<file path="src/cosh_pkg.sv">
`timescale 1ns / 1ps
// ----------------------------------------------------------------------------
// cosh_pkg
// Shared widths, register indexes, microcode format and the reciprocal table
// of the cosh series core.
// ----------------------------------------------------------------------------
package cosh_pkg;

  localparam int unsigned FRAC_BITS = 30;
  localparam int unsigned MAX_TERMS = 32;
  localparam int unsigned DATA_W    = 31;
  localparam int unsigned CNT_W     = 6;
  localparam int unsigned IDX_W     = 5;
  localparam int unsigned RECIP_W   = 30;
  localparam int unsigned PC_W      = 3;

  localparam longint unsigned ONE = 64'd1 << FRAC_BITS;
  localparam logic [DATA_W-1:0] SUM_MAX  = {DATA_W{1'b1}};
  localparam logic [DATA_W-1:0] SUM_INIT = DATA_W'(ONE);
  localparam logic [DATA_W-1:0] TERM_INIT = DATA_W'(ONE);

  // configuration register indexes
  localparam logic REG_ACCURACY_WINDOW = 1'b0;
  localparam logic REG_MAX_TERMS       = 1'b1;

  localparam logic [DATA_W-1:0] WINDOW_RESET    = 31'd1024;
  localparam logic [CNT_W-1:0]  MAX_TERMS_RESET = 6'd16;

  // rounded 1/((2k-1)*2k) in Q30, entry k-1
  localparam logic [RECIP_W-1:0] RECIP [MAX_TERMS] = '{
    30'((ONE + 1) / 2),       30'((ONE + 6) / 12),      30'((ONE + 15) / 30),
    30'((ONE + 28) / 56),     30'((ONE + 45) / 90),     30'((ONE + 66) / 132),
    30'((ONE + 91) / 182),    30'((ONE + 120) / 240),   30'((ONE + 153) / 306),
    30'((ONE + 190) / 380),   30'((ONE + 231) / 462),   30'((ONE + 276) / 552),
    30'((ONE + 325) / 650),   30'((ONE + 378) / 756),   30'((ONE + 435) / 870),
    30'((ONE + 496) / 992),   30'((ONE + 561) / 1122),  30'((ONE + 630) / 1260),
    30'((ONE + 703) / 1406),  30'((ONE + 780) / 1560),  30'((ONE + 861) / 1722),
    30'((ONE + 946) / 1892),  30'((ONE + 1035) / 2070), 30'((ONE + 1128) / 2256),
    30'((ONE + 1225) / 2450), 30'((ONE + 1326) / 2652), 30'((ONE + 1431) / 2862),
    30'((ONE + 1540) / 3080), 30'((ONE + 1653) / 3306), 30'((ONE + 1770) / 3540),
    30'((ONE + 1891) / 3782), 30'((ONE + 2016) / 4032)
  };

  // datapath operation of one microcode step
  typedef enum logic [2:0] {
    OP_NOP,
    OP_LOAD,
    OP_SQR,
    OP_MTX,
    OP_MTR,
    OP_ACC,
    OP_EMIT
  } op_t;

  // sequencing condition
  typedef enum logic [1:0] {
    SEQ_NEXT,
    SEQ_ACCEPT,
    SEQ_BRANCH,
    SEQ_WAIT_OUT
  } seq_t;

  typedef struct packed {
    op_t             op;
    seq_t            seq;
    logic [PC_W-1:0] tgt;
    logic [PC_W-1:0] alt;
  } uword_t;

  localparam logic [PC_W-1:0] PC_IDLE = 3'd0;
  localparam logic [PC_W-1:0] PC_SQR  = 3'd1;
  localparam logic [PC_W-1:0] PC_MTX  = 3'd2;
  localparam logic [PC_W-1:0] PC_MTR  = 3'd3;
  localparam logic [PC_W-1:0] PC_ACC  = 3'd4;
  localparam logic [PC_W-1:0] PC_EMIT = 3'd5;

  // control store: tgt is the taken path, alt the loop-back on branch steps
  function automatic uword_t ucode(input logic [PC_W-1:0] pc);
    uword_t w;
    case (pc)
      PC_IDLE: w = '{op: OP_LOAD, seq: SEQ_ACCEPT,   tgt: PC_SQR,  alt: PC_IDLE};
      PC_SQR:  w = '{op: OP_SQR,  seq: SEQ_NEXT,     tgt: PC_MTX,  alt: PC_MTX};
      PC_MTX:  w = '{op: OP_MTX,  seq: SEQ_NEXT,     tgt: PC_MTR,  alt: PC_MTR};
      PC_MTR:  w = '{op: OP_MTR,  seq: SEQ_NEXT,     tgt: PC_ACC,  alt: PC_ACC};
      PC_ACC:  w = '{op: OP_ACC,  seq: SEQ_BRANCH,   tgt: PC_EMIT, alt: PC_MTX};
      PC_EMIT: w = '{op: OP_EMIT, seq: SEQ_WAIT_OUT, tgt: PC_IDLE, alt: PC_EMIT};
      default: w = '{op: OP_NOP,  seq: SEQ_NEXT,     tgt: PC_IDLE, alt: PC_IDLE};
    endcase
    return w;
  endfunction

endpackage

</file>
<file path="src/cosh_taylor_series_core.sv">
`timescale 1ns / 1ps
// ----------------------------------------------------------------------------
// cosh_taylor_series_core
// Maclaurin series of cosh in Q1.30 with an accuracy-window stop test.
// ----------------------------------------------------------------------------
// Usage:
//   in_valid/in_ready carry one request: in_arg_x (signed Q1.30) and
//   in_reference_value (unsigned Q1.30). out_valid/out_ready return one
//   result per request: out_series_sum, out_reached and out_terms_used.
//   cfg_we writes accuracy_window (index 0) or max_terms (index 1) from
//   cfg_wdata; write only while the core is idle.
// Timing:
//   a microcoded sequencer runs the shared 31x31 multiplier. From acceptance
//   to the result register a request runs one squaring step, then two
//   multiplies and one add/test step per term, for n terms added (1 to 32).
//   A new request is taken only once the previous result is in the output
//   register.
// Reset:
//   rst_n (synchronous, active low) returns the sequencer to idle, drops
//   out_valid and loads the register defaults (window 1024, 16 terms).
// Stall:
//   a finished result waits in the output register while out_ready is low;
//   the next request is then computed and held until that slot frees up.
// ----------------------------------------------------------------------------
module cosh_taylor_series_core (
  input  logic                          clk,
  input  logic                          rst_n,
  input  logic                          cfg_we,
  input  logic                          cfg_addr,
  input  logic [cosh_pkg::DATA_W-1:0]   cfg_wdata,
  input  logic                          in_valid,
  output logic                          in_ready,
  input  logic signed [cosh_pkg::DATA_W-1:0] in_arg_x,
  input  logic [cosh_pkg::DATA_W-1:0]   in_reference_value,
  output logic                          out_valid,
  input  logic                          out_ready,
  output logic [cosh_pkg::DATA_W-1:0]   out_series_sum,
  output logic                          out_reached,
  output logic [cosh_pkg::CNT_W-1:0]    out_terms_used
);

  localparam int unsigned W = cosh_pkg::DATA_W;
  localparam int unsigned CW = cosh_pkg::CNT_W;

  // configuration
  logic [W-1:0]  window_r;
  logic [CW-1:0] max_terms_r;

  // sequencer
  logic [cosh_pkg::PC_W-1:0] pc_r, pc_nxt;
  cosh_pkg::uword_t          uw;

  // datapath
  logic [W-1:0]  mag_r, mag_nxt;
  logic [W-1:0]  x2_r, x2_nxt;
  logic [W-1:0]  p_r, p_nxt;
  logic [W-1:0]  term_r, term_nxt;
  logic [W-1:0]  sum_r, sum_nxt;
  logic [W:0]    hi_r, hi_nxt;
  logic [W-1:0]  lo_r, lo_nxt;
  logic [CW-1:0] cnt_r, cnt_nxt;
  logic [CW-1:0] limit_r, limit_nxt;
  logic          hit_r, hit_nxt;

  // output register
  logic          out_valid_r, out_valid_nxt;
  logic [W-1:0]  out_sum_r, out_sum_nxt;
  logic          out_reached_r, out_reached_nxt;
  logic [CW-1:0] out_terms_r, out_terms_nxt;

  // shared multiplier
  logic [W-1:0]   mul_a, mul_b;
  logic [2*W-1:0] prod;
  logic [W-1:0]   prod_q;

  logic [W:0]    acc_sum;
  logic [W-1:0]  acc_sat;
  logic [CW-1:0] cnt_inc;
  logic          acc_hit;
  logic          out_free;
  logic          in_fire;

  assign uw       = cosh_pkg::ucode(pc_r);
  assign in_ready = (uw.seq == cosh_pkg::SEQ_ACCEPT);
  assign in_fire  = in_valid && in_ready;
  assign out_free = !out_valid_r || out_ready;

  always_comb begin
    mul_a = mag_r;
    mul_b = mag_r;
    case (uw.op)
      cosh_pkg::OP_MTX: begin
        mul_a = term_r;
        mul_b = x2_r;
      end
      cosh_pkg::OP_MTR: begin
        mul_a = p_r;
        mul_b = W'(cosh_pkg::RECIP[cnt_r[cosh_pkg::IDX_W-1:0]]);
      end
      default: begin
        mul_a = mag_r;
        mul_b = mag_r;
      end
    endcase
  end

  // operands never exceed 1.0, so the shifted product fits in 31 bits
  assign prod   = mul_a * mul_b;
  assign prod_q = prod[cosh_pkg::FRAC_BITS +: W];

  assign acc_sum = {1'b0, sum_r} + {1'b0, term_r};
  assign acc_sat = acc_sum[W] ? cosh_pkg::SUM_MAX : acc_sum[W-1:0];
  assign cnt_inc = cnt_r + CW'(1);
  assign acc_hit = ({1'b0, acc_sat} <= hi_r) && (acc_sat >= lo_r);

  always_comb begin
    pc_nxt          = pc_r;
    mag_nxt         = mag_r;
    x2_nxt          = x2_r;
    p_nxt           = p_r;
    term_nxt        = term_r;
    sum_nxt         = sum_r;
    hi_nxt          = hi_r;
    lo_nxt          = lo_r;
    cnt_nxt         = cnt_r;
    limit_nxt       = limit_r;
    hit_nxt         = hit_r;
    out_valid_nxt   = out_valid_r && !out_ready;
    out_sum_nxt     = out_sum_r;
    out_reached_nxt = out_reached_r;
    out_terms_nxt   = out_terms_r;

    case (uw.op)
      cosh_pkg::OP_LOAD: begin
        if (in_fire) begin
          // |x|; the most negative code maps to 1.0
          mag_nxt  = in_arg_x[W-1] ? W'(~in_arg_x + 1'b1) : W'(in_arg_x);
          hi_nxt   = {1'b0, in_reference_value} + {1'b0, window_r};
          lo_nxt   = (in_reference_value >= window_r) ?
                     (in_reference_value - window_r) : '0;
          term_nxt = cosh_pkg::TERM_INIT;
          sum_nxt  = cosh_pkg::SUM_INIT;
          cnt_nxt  = '0;
          hit_nxt  = 1'b0;
          if (max_terms_r == '0) begin
            limit_nxt = CW'(1);
          end else if (max_terms_r > CW'(cosh_pkg::MAX_TERMS)) begin
            limit_nxt = CW'(cosh_pkg::MAX_TERMS);
          end else begin
            limit_nxt = max_terms_r;
          end
        end
      end
      cosh_pkg::OP_SQR: x2_nxt = prod_q;
      cosh_pkg::OP_MTX: p_nxt = prod_q;
      cosh_pkg::OP_MTR: term_nxt = prod_q;
      cosh_pkg::OP_ACC: begin
        sum_nxt = acc_sat;
        cnt_nxt = cnt_inc;
        hit_nxt = acc_hit;
      end
      cosh_pkg::OP_EMIT: begin
        if (out_free) begin
          out_valid_nxt   = 1'b1;
          out_sum_nxt     = sum_r;
          out_reached_nxt = hit_r;
          out_terms_nxt   = cnt_r;
        end
      end
      default: ;
    endcase

    case (uw.seq)
      cosh_pkg::SEQ_NEXT:     pc_nxt = uw.tgt;
      cosh_pkg::SEQ_ACCEPT:   pc_nxt = in_fire ? uw.tgt : pc_r;
      cosh_pkg::SEQ_BRANCH:   pc_nxt = (acc_hit || cnt_inc == limit_r) ? uw.tgt : uw.alt;
      cosh_pkg::SEQ_WAIT_OUT: pc_nxt = out_free ? uw.tgt : uw.alt;
      default:                pc_nxt = cosh_pkg::PC_IDLE;
    endcase
  end

  always_ff @(posedge clk) begin
    if (!rst_n) begin
      pc_r        <= cosh_pkg::PC_IDLE;
      out_valid_r <= 1'b0;
      window_r    <= cosh_pkg::WINDOW_RESET;
      max_terms_r <= cosh_pkg::MAX_TERMS_RESET;
    end else begin
      pc_r        <= pc_nxt;
      out_valid_r <= out_valid_nxt;
      if (cfg_we) begin
        case (cfg_addr)
          cosh_pkg::REG_ACCURACY_WINDOW: window_r <= cfg_wdata;
          cosh_pkg::REG_MAX_TERMS:       max_terms_r <= cfg_wdata[CW-1:0];
          default: ;
        endcase
      end
    end
    mag_r         <= mag_nxt;
    x2_r          <= x2_nxt;
    p_r           <= p_nxt;
    term_r        <= term_nxt;
    sum_r         <= sum_nxt;
    hi_r          <= hi_nxt;
    lo_r          <= lo_nxt;
    cnt_r         <= cnt_nxt;
    limit_r       <= limit_nxt;
    hit_r         <= hit_nxt;
    out_sum_r     <= out_sum_nxt;
    out_reached_r <= out_reached_nxt;
    out_terms_r   <= out_terms_nxt;
  end

  assign out_valid      = out_valid_r;
  assign out_series_sum = out_sum_r;
  assign out_reached    = out_reached_r;
  assign out_terms_used = out_terms_r;

endmodule
</file>
<file path="config.mk">
export PLATFORM = sky130hd
export DESIGN_NAME = cosh_taylor_series_core
export DESIGN_NICKNAME = d
export VERILOG_FILES = /design/src/cosh_pkg.sv /design/src/cosh_taylor_series_core.sv
export SDC_FILE = /design/constraint.sdc
export NUM_CORES = 2
export LEC_CHECK = 0
export BUFFER_PORTS_ARGS = -buffer_cell sky130_fd_sc_hd__buf_2
export CORE_MARGIN = 2
export CORE_UTILIZATION = 50
export DETAILED_ROUTE_END_ITERATION = 7
export PLACE_DENSITY = 0.66
export SYNTH_ARGS = -nofsm -noshare
export SYNTH_HDL_FRONTEND = slang
export SYNTH_SLANG_ARGS = --single-unit
</file>
<file path="constraint.sdc">
create_clock -name clk -period 15.9 [get_ports clk]
set_input_delay 1.59 -clock clk [delete_from_list [all_inputs] [get_ports clk]]
set_output_delay 1.59 -clock clk [all_outputs]
set_load 0.01 [all_outputs]
</file>
==> results_dict.tcl <==
set metrics [dict create \
    status "completed" \
    syn-cell-area_um2 49400 \
    start_util_pct 50.3 \
    cts-root-buf "clkbuf_16" \
    syn_to_final_growth_pct 6.61 \
    pre_cts_slack_ps 5190 \
    final-setup-viol-count 0 \
    postRouteAntennaNets 0 \
    grt_pass1_vias 40600 \
    rows 115 \
    die_x_um 318 \
    synthArstFlopShare_pct 0 \
    worst_setup_path_start_kind "register" \
    final_max_slew_viol_count 0 \
    ys.flop_type "edfxtp_1" \
    nets 6750 \
    core_area_um2 98100 \
    yosysSeqAreaShare_pct 18.0 \
    layout_commonest_cell "inv_1" \
    yosys_warnings 0 \
    io_buffer_count 138 \
    setup_slack_ps 4980 \
    nFillCells 9122 \
    cts.clk_slew.worst_paths_ps 70 \
    final_cell_mix "933 x inv_1, 838 x fa_1, 695 x nand2_1" \
    wl_per_cell_um 23.9 \
    dp.final_hpwl_um 126000 \
    cts_buffers 37 \
    clk_path_buf_depth 3 \
    die_y_um 318 \
    grt_start_max_net_pins 89 \
    ys_ff_latch 310 \
    drc 0 \
    cp_max_fo 18 \
    endpoint_kind "register" \
    antenna_found_initial 3 \
    fin_crit_sh_pct 68.7 \
    post-cts-setup-buffers 0 \
    crit_type "register to register" \
    wirelength_um 160000 \
    drt_iter0_markers 3843 \
    fmax_mhz 91.6 \
    final_cells 6713 \
    die_area_um2 101000 \
    syn_avg_cell_area_um2 9.15 \
    cts_tree "done" \
    rsz0062_at_grt "false" \
    via_per_inst 5.80 \
    gr-total-overflow 0 \
    drive_gt1_share_pct 7.10 \
    ctsHtreeMaxLevel 2 \
    dr_total_vias 38900 \
    ios 139 \
    clock_skew_ps 38.2 \
    dp_cells 6645 \
    tns_ps 0 \
    synth_edf_count 269 \
    clock-sinks 310 \
    first_pass_iters 6 \
    worst_ep_arrival_time_ps 11220 \
    synthCells 5396 \
    grt_pass1_wl_um 246000 \
    drv_cap 0 \
    synth.distinct_cells 94 \
    worst_hold_path_type "register to register" \
    critPathSlowestCell "a21o_1" \
    cpPeakStageDelay_ps 700 \
    grt_use_total_pct 32.2 \
    required_ps 16200 \
    slew_headroom_pct 6.69 \
    gp_congestion 0.987 \
    worstSkewPairLatency_ps 570 \
    finalHoldViolCount 0 \
    period_needed_ps 10920 \
    final_util_pct 53.7 \
    cts-resized-gates 0 \
    syn-num-nets 6749 \
    tightest_slew_ps 1390 \
    holdBufCountCts 0 \
    cp_common_cell "fa_1" \
]
-- cell usage after synthesis, types with 6 or more instances --
cell type    n  share of area, %
edfxtp_1   269                16
a221o_1      6              0.12
buf_2        9             0.091
and3_1      19              0.24
a21oi_1    208               2.1
xor2_1      43              0.76
or2_2       25              0.32
nor4_1      15              0.19
a211oi_1    32              0.49
or3_1       14              0.18
o31ai_1     13              0.20
xnor2_1    101               1.8
o21ai_0    118               1.2
dfxtp_1     41               1.7
inv_1      934               7.1
a21o_1     101               1.5
mux2i_1     38              0.77
o211ai_1    16              0.24
or4_1        8              0.12
nor2b_1     35              0.44
a21boi_0    44              0.67
a31oi_1     21              0.27
nor2_1     631               4.8
nand3_1     41              0.42
o21ai_1     17              0.17
nor3_1      53              0.54
clkbuf_1   229               1.7
and2_1      65              0.82
o21bai_1    29              0.44
o41ai_1      9              0.16
o21a_1      40              0.61
buf_1       25              0.19
ha_1       416                11
nand4_1     31              0.39
nand2_1    696               5.3
a211o_1     10              0.18
fa_1       838                34
nand2b_1    54              0.68
-- worst paths after layout --
check,depth (start not counted),end,slack (ps),from
max,30,term_r[30]$_SDFFCE_PP1P_,4980,cnt_r[1]$_SDFFCE_PN0P_
min,0,out_series_sum[30]$_DFFE_PP_,460,sum_r[30]$_SDFFCE_PN1P_
max reg2reg,30,term_r[30]$_SDFFCE_PP1P_,4980,cnt_r[1]$_SDFFCE_PN0P_
min reg2reg,0,out_series_sum[30]$_DFFE_PP_,460,sum_r[30]$_SDFFCE_PN1P_
-- cell families (layout without fill, tap and decap cells) --
logic type | count (synthesis) | count (layout) | share of synthesized area, %
AND/OR/NAND/NOR | 1714 | 1714 | 15.0
adder cells (fa/ha/maj) | 1254 | 1254 | 44.5
buffers and inverters | 1210 | 1238 | 9.36
AO/OA/AOI/OAI | 721 | 721 | 9.59
flip-flops | 310 | 310 | 18.0
XOR/XNOR | 145 | 145 | 2.59
multiplexers | 42 | 42 | 0.952
other | 0 | 2 | 0
-- state kept, by name, indices dropped and copies added, names as in the netlist, 6 cells and up --
signal and cells:
x2_r 31, window_r 31, out_terms_used 6, limit_r 6
out_series_sum 31, lo_r 31, term_r 31, cnt_r 6
mag_r 31, max_terms_r 6, hi_r 32, p_r 31
sum_r 31
-- worst max-delay path: cells and delay by family, from the launching register on --
family	cells	cell delay [ps]
flip-flops	1	660
AO/OA/AOI/OAI	7	2350
adder cells (fa/ha/maj)	10	4940
AND/OR/NAND/NOR	9	1860
multiplexers	1	490
buffers and inverters	3	370
-- metal layers --
layer / GRT usage (%) / wire length (µm)
met5: 0 / 11
met4: 14.6 / 8870
met3: 9.00 / 18500
met2: 50.1 / 71100
met1: 42.0 / 61700
-- cell type report --
class                   count  area [µm²]  area share, %
repair buffers            236        1430           2.71
flip-flops and latches    310        8900           16.9
diodes                      2        5.00        0.00950
clock inverters            18         173          0.328
clock buffers              48        1020           1.94
multi-input cells        3876       36000           68.4
inverters                 936        3520           6.68
well taps                1287        1610           3.06
-- stage by stage --
step / cell area, µm² / hold slack (ps)
floorplan: 49400 / 400
global placement: 51500 / 451
detailed placement: 51500 / 441
CTS: 52700 / 468
global route: 52700 / 481
finish: 52700 / 460
Power is left out: the tool's default activity adds up to more than one toggle a clock period on the data nets, which glitch-free logic cannot reach.
